**src/hw/rtl/dkc_pkg.sv**
```systemverilog
package dkc_pkg;

    localparam int KEY_W      = 48;
    localparam int SLOT_OUT_W = 8;
    localparam int TOTAL_W    = 32;

    localparam logic OP_CLEAR = 1'b1;

    localparam logic [1:0] ST_HIT      = 2'd0;
    localparam logic [1:0] ST_INSERT   = 2'd1;
    localparam logic [1:0] ST_UNCACHED = 2'd2;
    localparam logic [1:0] ST_CLEARED  = 2'd3;

    typedef struct packed {
        logic        operation;
        logic [15:0] az_code;
        logic [15:0] el_code;
        logic [15:0] width_code;
    } t_cmd;

    typedef struct packed {
        logic [1:0]            status;
        logic [SLOT_OUT_W-1:0] slot_index;
        logic                  evicted;
        logic [SLOT_OUT_W-1:0] evicted_slot;
        logic [TOTAL_W-1:0]    hit_total;
        logic [TOTAL_W-1:0]    miss_total;
    } t_result;

    typedef struct packed {
        logic load;
        logic clr_regs;
        logic clr_step;
        logic probe_init;
        logic probe_next;
        logic set_hit;
        logic set_uncached;
        logic evict;
        logic insert;
        logic emit;
    } t_dp_cmd;

    typedef struct packed {
        logic match;
        logic empty;
        logic probe_last;
        logic ring_full;
        logic clr_last;
    } t_dp_sts;

endpackage

```
**src/hw/rtl/dkc_ctrl.sv**
```systemverilog
module dkc_ctrl (
    input  logic             i_clk,
    input  logic             i_rst_n,
    input  logic             start,
    input  logic             i_op,
    output logic             busy,
    input  dkc_pkg::t_dp_sts i_sts,
    output dkc_pkg::t_dp_cmd o_cmd
);
    import dkc_pkg::*;

    typedef enum logic [10:0] {
        S_IDLE    = 11'b000_0000_0001,
        S_CLEAR   = 11'b000_0000_0010,
        S_HASH1   = 11'b000_0000_0100,
        S_HASH2   = 11'b000_0000_1000,
        S_HASH3   = 11'b000_0001_0000,
        S_HASH4   = 11'b000_0010_0000,
        S_READ    = 11'b000_0100_0000,
        S_COMPARE = 11'b000_1000_0000,
        S_EVICT   = 11'b001_0000_0000,
        S_INSERT  = 11'b010_0000_0000,
        S_DONE    = 11'b100_0000_0000
    } t_state;

    t_state r_state, n_state;
    logic   r_report, n_report;

    assign busy = (r_state != S_IDLE);

    always_comb begin
        n_state  = r_state;
        n_report = r_report;
        o_cmd    = '0;
        unique case (r_state)
            S_IDLE: begin
                if (start) begin
                    o_cmd.load = 1'b1;
                    if (i_op == OP_CLEAR) begin
                        o_cmd.clr_regs = 1'b1;
                        n_report       = 1'b1;
                        n_state        = S_CLEAR;
                    end else begin
                        n_state = S_HASH1;
                    end
                end
            end
            S_CLEAR: begin
                o_cmd.clr_step = 1'b1;
                if (i_sts.clr_last) begin
                    n_report = 1'b0;
                    n_state  = r_report ? S_DONE : S_IDLE;
                end
            end
            S_HASH1: n_state = S_HASH2;
            S_HASH2: n_state = S_HASH3;
            S_HASH3: n_state = S_HASH4;
            S_HASH4: begin
                o_cmd.probe_init = 1'b1;
                n_state          = S_READ;
            end
            S_READ: n_state = S_COMPARE;
            S_COMPARE: begin
                if (i_sts.match) begin
                    o_cmd.set_hit = 1'b1;
                    n_state       = S_DONE;
                end else if (i_sts.empty) begin
                    n_state = i_sts.ring_full ? S_EVICT : S_INSERT;
                end else if (i_sts.probe_last) begin
                    o_cmd.set_uncached = 1'b1;
                    n_state            = S_DONE;
                end else begin
                    o_cmd.probe_next = 1'b1;
                    n_state          = S_READ;
                end
            end
            S_EVICT: begin
                o_cmd.evict = 1'b1;
                n_state     = S_INSERT;
            end
            S_INSERT: begin
                o_cmd.insert = 1'b1;
                n_state      = S_DONE;
            end
            S_DONE: begin
                o_cmd.emit = 1'b1;
                n_state    = S_IDLE;
            end
            default: n_state = S_IDLE;
        endcase
    end

    always_ff @(posedge i_clk) begin
        if (!i_rst_n) begin
            r_state  <= S_CLEAR;
            r_report <= 1'b0;
        end else begin
            r_state  <= n_state;
            r_report <= n_report;
        end
    end

endmodule

```
**config.mk**
```make
export PLATFORM = sky130hd
export DESIGN_NAME = dkc_ctrl
export DESIGN_NICKNAME = d
export VERILOG_FILES = /design/src/hw/rtl/dkc_pkg.sv /design/src/hw/rtl/dkc_ctrl.sv
export SDC_FILE = /design/constraint.sdc
export NUM_CORES = 1
export LEC_CHECK = 0
export CORE_AREA = 2 2 39 41
export CTS_BUF_LIST = sky130_fd_sc_hd__clkbuf_8
export DETAILED_ROUTE_END_ITERATION = 8
export DIE_AREA = 0 0 41 43
export DONT_BUFFER_PORTS = 1
export GPL_TIMING_DRIVEN = 1
export PLACE_DENSITY = 0.74
export SLEW_MARGIN = 40
export SYNTH_ARGS = -nofsm -noshare
export SYNTH_HDL_FRONTEND = slang
export SYNTH_SLANG_ARGS = --single-unit
```
**constraint.sdc**
```tcl
create_clock -name i_clk -period 1.73 [get_ports i_clk]
set_input_delay 0.346 -clock i_clk [delete_from_list [all_inputs] [get_ports i_clk]]
set_output_delay 0.346 -clock i_clk [all_outputs]
set_load 0.005 [all_outputs]
```
# After elaboration in Yosys (flattened, before gate mapping)
# Index checks and enable logic that the tools add are counted.
dict set report word_totals {
  regBits 12
  latch_bits 0
  ram_bits 0
  rom_bits 0
  in_bits 9
  wordCells 49
  memories 0
}
dict set report op_classes {
  n_addsub 0
  multipliers 0
  div 0
  order_cmp 0
  eq_ne 15
  shifts 0
  mux 29
  bitwise_logic 0
  reduce_logical 3
}
# op n
set ops {}
lappend ops {{case mux 11 bit (10 select lines)} 1}
lappend ops {{two-way mux 11 bit} 6}
lappend ops {{two-way mux 1 bit} 16}
lappend ops {{== test 11 x 1 -> 1 bit (second input constant)} 1}
lappend ops {{== test 11 x 10 -> 1 bit (second input constant)} 1}
lappend ops {{== test 11 bit (second input constant)} 1}
lappend ops {{== test 11 x 2 -> 1 bit (second input constant)} 1}
lappend ops {{== test 11 x 3 -> 1 bit (second input constant)} 1}
lappend ops {{== test 11 x 4 -> 1 bit (second input constant)} 1}
lappend ops {{== test 11 x 5 -> 1 bit (second input constant)} 1}
lappend ops {{== test 11 x 6 -> 1 bit (second input constant)} 1}
lappend ops {{== test 11 x 7 -> 1 bit (second input constant)} 1}
lappend ops {{== test 11 x 8 -> 1 bit (second input constant)} 1}
lappend ops {{== test 11 x 9 -> 1 bit (second input constant)} 1}
lappend ops {{inequality test 11 x 1 -> 1 bit (second input constant)} 1}
lappend ops {{two-way mux 10 bit} 1}
lappend ops {{two-way mux 3 bit} 2}
lappend ops {{inequality test 2 bit (second input constant)} 3}
lappend ops {{two-way mux 2 bit} 2}
lappend ops {{AND reduction 4 bit} 1}
lappend ops {{case mux 1 bit (2 select lines)} 1}
lappend ops {{AND reduction 2 bit} 1}
lappend ops {{nonzero test 2 bit} 1}

# Longest topological paths before layout
dict set report logic_depth {
  word_depth 4
  mapped_depth 6
}

# Least setup slack after synthesis
# No wires, ideal clock.
dict set report synth_timing {
  kind {register -> output}
  start {reg r_state[4]}
  end {out o_cmd[8] (netlist bit)}
  t_arrival_ps 1275
  required_ps 1384
  path_slack_ps 109
  path_stages_with_launch 6
  path_buffers 0
  path_cell_list {dfxtp_1 -> nor4_4 -> and2_1 -> and3_1 -> nand3_1 -> inv_1}
}
# element line
set synth_rtl {}
lappend synth_rtl {{start, declared} dkc_ctrl.sv:26} ;# t_state r_state, n_state;
lappend synth_rtl {{start signal, assigned} dkc_ctrl.sv:98} ;# r_state <= n_state;
lappend synth_rtl {{end, declared} dkc_ctrl.sv:8} ;# output dkc_pkg::t_dp_cmd o_cmd

==> impl_metrics.env <==
export IMPL_finalWorstPathRequiredPeriod_ns=1.90
export IMPL_cp_slowest_cell="nor4_2"
export IMPL_grt_util_all_layers_pct=27.3
export IMPL_synth_top_cell_area_share_pct=32.2
export IMPL_routed_wire_length_per_instance_um=18.7
export IMPL_die_w_um=41
export IMPL_worstSkewPairLatency_ns=0.25
export IMPL_synth_net_count=100
export IMPL_data_arrival_critical_path_ns=1.55
export IMPL_swShare_pct=27.8
export IMPL_die_area_mm2=0.00176
export IMPL_timing_hold_ws_ns=0.171
export IMPL_synth_top_cells_by_area="dfxtp_1, nor2_1, a21oi_1, nor3_1, inv_1"
export IMPL_critPathKind="register to output pin"
export IMPL_worstMarginPinSlew_ns=0.407
export IMPL_combinationalPowerShare_pct=23.8
export IMPL_clk_pin_slew_ns=0.06
export IMPL_synthesis_area_per_instance_um2=8.21
export IMPL_max_cap_violations=0
export IMPL_cts_tree="yes"
export IMPL_timing_hold_violations_final=0
export IMPL_violations="setup timing"
export IMPL_ys_flop_type="dfxtp_1"
export IMPL_ctsRootBufferMaster="clkbuf_8"
export IMPL_total_nets_final=134
export IMPL_initial_core_util_pct=54.0
export IMPL_worstHoldStart="i_op"
export IMPL_area_added_between_synthesis_and_finish_pct=56.6
export IMPL_report_power_total_mw=0.808
export IMPL_critical_path_startpoint_type="register"
export IMPL_crit_path_cell_trace="nor2_1 > nand4_1 > nor4_2"
export IMPL_floorplan_core_area_mm2=0.00138
export IMPL_grt_pass1_vias=799
export IMPL_overflow_left_after_global_routing=0
export IMPL_worst_r2r_startpoint="r_state[6]"
export IMPL_finalMaxSlewViolations=0
export IMPL_number_of_synthesized_flops_with_an_enable_pin=0
export IMPL_drt_pass1_iter_count=4
export IMPL_max_freq_mhz=527
export IMPL_layout_drive_gt1_share_pct=54.0
export IMPL_cts_buffers_inserted=3
export IMPL_drt_initial_drc_count=42
export IMPL_slew_limit_headroom_pct=72.6
export IMPL_grt_max_degree=10
export IMPL_timing_reg2reg_worst_path_depth=8
export IMPL_synth_cell_type_count=35
export IMPL_cts_max_path_buffers=2
export IMPL_power_switching_mw=0.224
export IMPL_vias_per_cell=6.36
export IMPL_cellLeakagePower_nw=0.484
export IMPL_synth_cells=91
export IMPL_power_share_clock_pct=39.5
export IMPL_finalWorstSetupSlack_ns=-0.169
export IMPL_worst_setup_path_end_kind="output pin"
export IMPL_wirelength_um=2610
export IMPL_worstHoldPathCells=1
export IMPL_fin_crit_sh_pct=110
export IMPL_route_detailed_drc=0
export IMPL_grt_setup_unrepaired="true"
export IMPL_grt_antenna_before_repair=0
export IMPL_min_path_type="input port to register"
export IMPL_synthMostInstantiatedCell="dfxtp_1"
export IMPL_place_gp_congestion=0.884
export IMPL_async_flop_share_pct=0
export IMPL_num_rows=14
export IMPL_clock_sink_count=12
export IMPL_required_time_of_the_worst_setup_path_ns=1.38
export IMPL_worst_hold_path_endpoint="r_state[2]"
export IMPL_cts_htree_levels=1
export IMPL_biggest_fanout_along_the_worst_timing_path=5
export IMPL_timing_final_setup_violations=13
export IMPL_dp_final_hpwl_um=1410
export IMPL_hold_buffers=0
export IMPL_synth_commonest_cells="dfxtp_1, nor2_1, inv_1"
export IMPL_die_y_um=43
export IMPL_synth_top_area_cell="dfxtp_1"
export IMPL_antenna_cells=0
export IMPL_crit_path_max_incr_delay_ns=0.41
export IMPL_vdd_ir_drop_worst_uv=568
export IMPL_end_of_the_worst_register_to_register_path="r_state[4]"
export IMPL_cellPowerDensity_mw_per_mm2=691
export IMPL_port_buffers=0
export IMPL_clock_skew_ns=0.000416
export IMPL_synth_warning_count=0
export IMPL_synth_cell_area_um2=747
export IMPL_p_int_mw=0.584
export IMPL_seq_total_area_yosys_pct=32.2
export IMPL_ff2ff_setup_slack_ns=-0.08
export IMPL_share_of_power_burned_in_registers_pct=36.8
export IMPL_grt_pass1_wl_um=3240
export IMPL_status="finished, violations left"
export IMPL_routed_via_count=890
export IMPL_detail_route_antenna_nets=0
export IMPL_design_portCount=20
export IMPL_worst_path_dominant_cell_family="simple AND/OR/NAND/NOR gates"
export IMPL_seq_cells_post_synth=12
export IMPL_critical_path_buf_inv_count=0
cells by family (layout without fill, tap and decap cells):
family          count (synthesis)  count (layout)  synth area share, %
simple gates                   50              50                 45.2
xor+xnor                        1               1                 1.17
flops                          12              12                 32.2
compound gates                 20              20                 17.3
buf+inv                         8              41                 4.19
stage by stage:
stage	instances	setup WS, ns	area, um^2	util, %	setup TNS (ns)
global placement	122	0.0569	882	63.7	0
global route	140	-0.254	1170	84.5	-2.07
floorplan	91	0.109	747	-	0
finish	140	-0.169	1170	84.5	-1.34
detailed placement	122	0.00702	882	63.7	0
CTS	134	-0.103	1060	76.6	-0.607
worst reg2reg max path: cells and delay by family, from the launching register on:
family,cells,cell delay (ns)
compound gates,1,0.07
buf+inv,3,0.41
flops,1,0.40
simple gates,4,0.87
sequential cells by signal, summed over array words and instances, names as in the netlist:
register / count
r_report: 1
r_state: 11
worst max-delay path by stage:
| stage | from | end | cells after the start |
|---|---|---|---|
| 4_1_cts | r_state[5] | o_cmd[5] | 3 |
| 3_5_place_dp | r_state[5] | r_state[4] | 5 |
| 2_1_floorplan | r_state[4] | o_cmd[8] | 5 |
| 3_3_place_gp | r_state[7] | o_cmd[3] | 3 |
| 6_report | r_state[2] | o_cmd[5] | 3 |
| 5_1_grt | r_state[2] | o_cmd[5] | 3 |
power groups by stage:
| stage | clock network [mW] | registers [mW] | logic, mW |
|---|---|---|---|
| after floorplan | 0 | 0.300 | 0.0790 |
| after global placement | 0 | 0.301 | 0.131 |
| after detailed placement | 0 | 0.301 | 0.132 |
| after CTS | 0.312 | 0.293 | 0.141 |
| after global routing | 0.332 | 0.298 | 0.203 |
| final | 0.319 | 0.297 | 0.192 |
layout by cell type (no fill, tap or decap), drive strengths merged, types with 2 or more instances in the layout:
| cell type | instances |
|---|---|
| buf | 30 |
| dfxtp | 12 |
| nor2 | 9 |
| inv | 7 |
| a21oi | 6 |
| nor3 | 6 |
| o21ai | 5 |
| nor2b | 4 |
| clkbuf | 4 |
| nand2 | 4 |
| nor3b | 4 |
| nand4 | 3 |
| nand2b | 3 |
| and4 | 3 |
| nor4 | 3 |
| and2 | 2 |
| and4b | 2 |
| o31ai | 2 |
| a211oi | 2 |
| nand3b | 2 |
repair_timing:
action,CTS,global route
setup buffers,8,6
pin swaps,8,6
endpoints found under the setup margin,12,17
cloned,0,0
resized for setup,20,16
layout make-up:
type | instances | area [um^2]
inverters | 7 | 26.3
multi-input cells | 71 | 579
fillers | 74 | 214
flip-flops and latches | 12 | 256
clock buffers | 4 | 55.1
repair buffers | 30 | 233
well taps | 16 | 20.0
routing by layer:
layer  track usage, %  wire, um  part of all wire (%)  vias up
met1             31.1      1000                    38      409
met2             46.6      1320                    51       62
met3             5.76       220                   8.4       15
met4             10.0        72                   2.8        0
li1                 -         -                     -      404
met5                0         0                     0        -
Power figures use the tool's default switching activity.
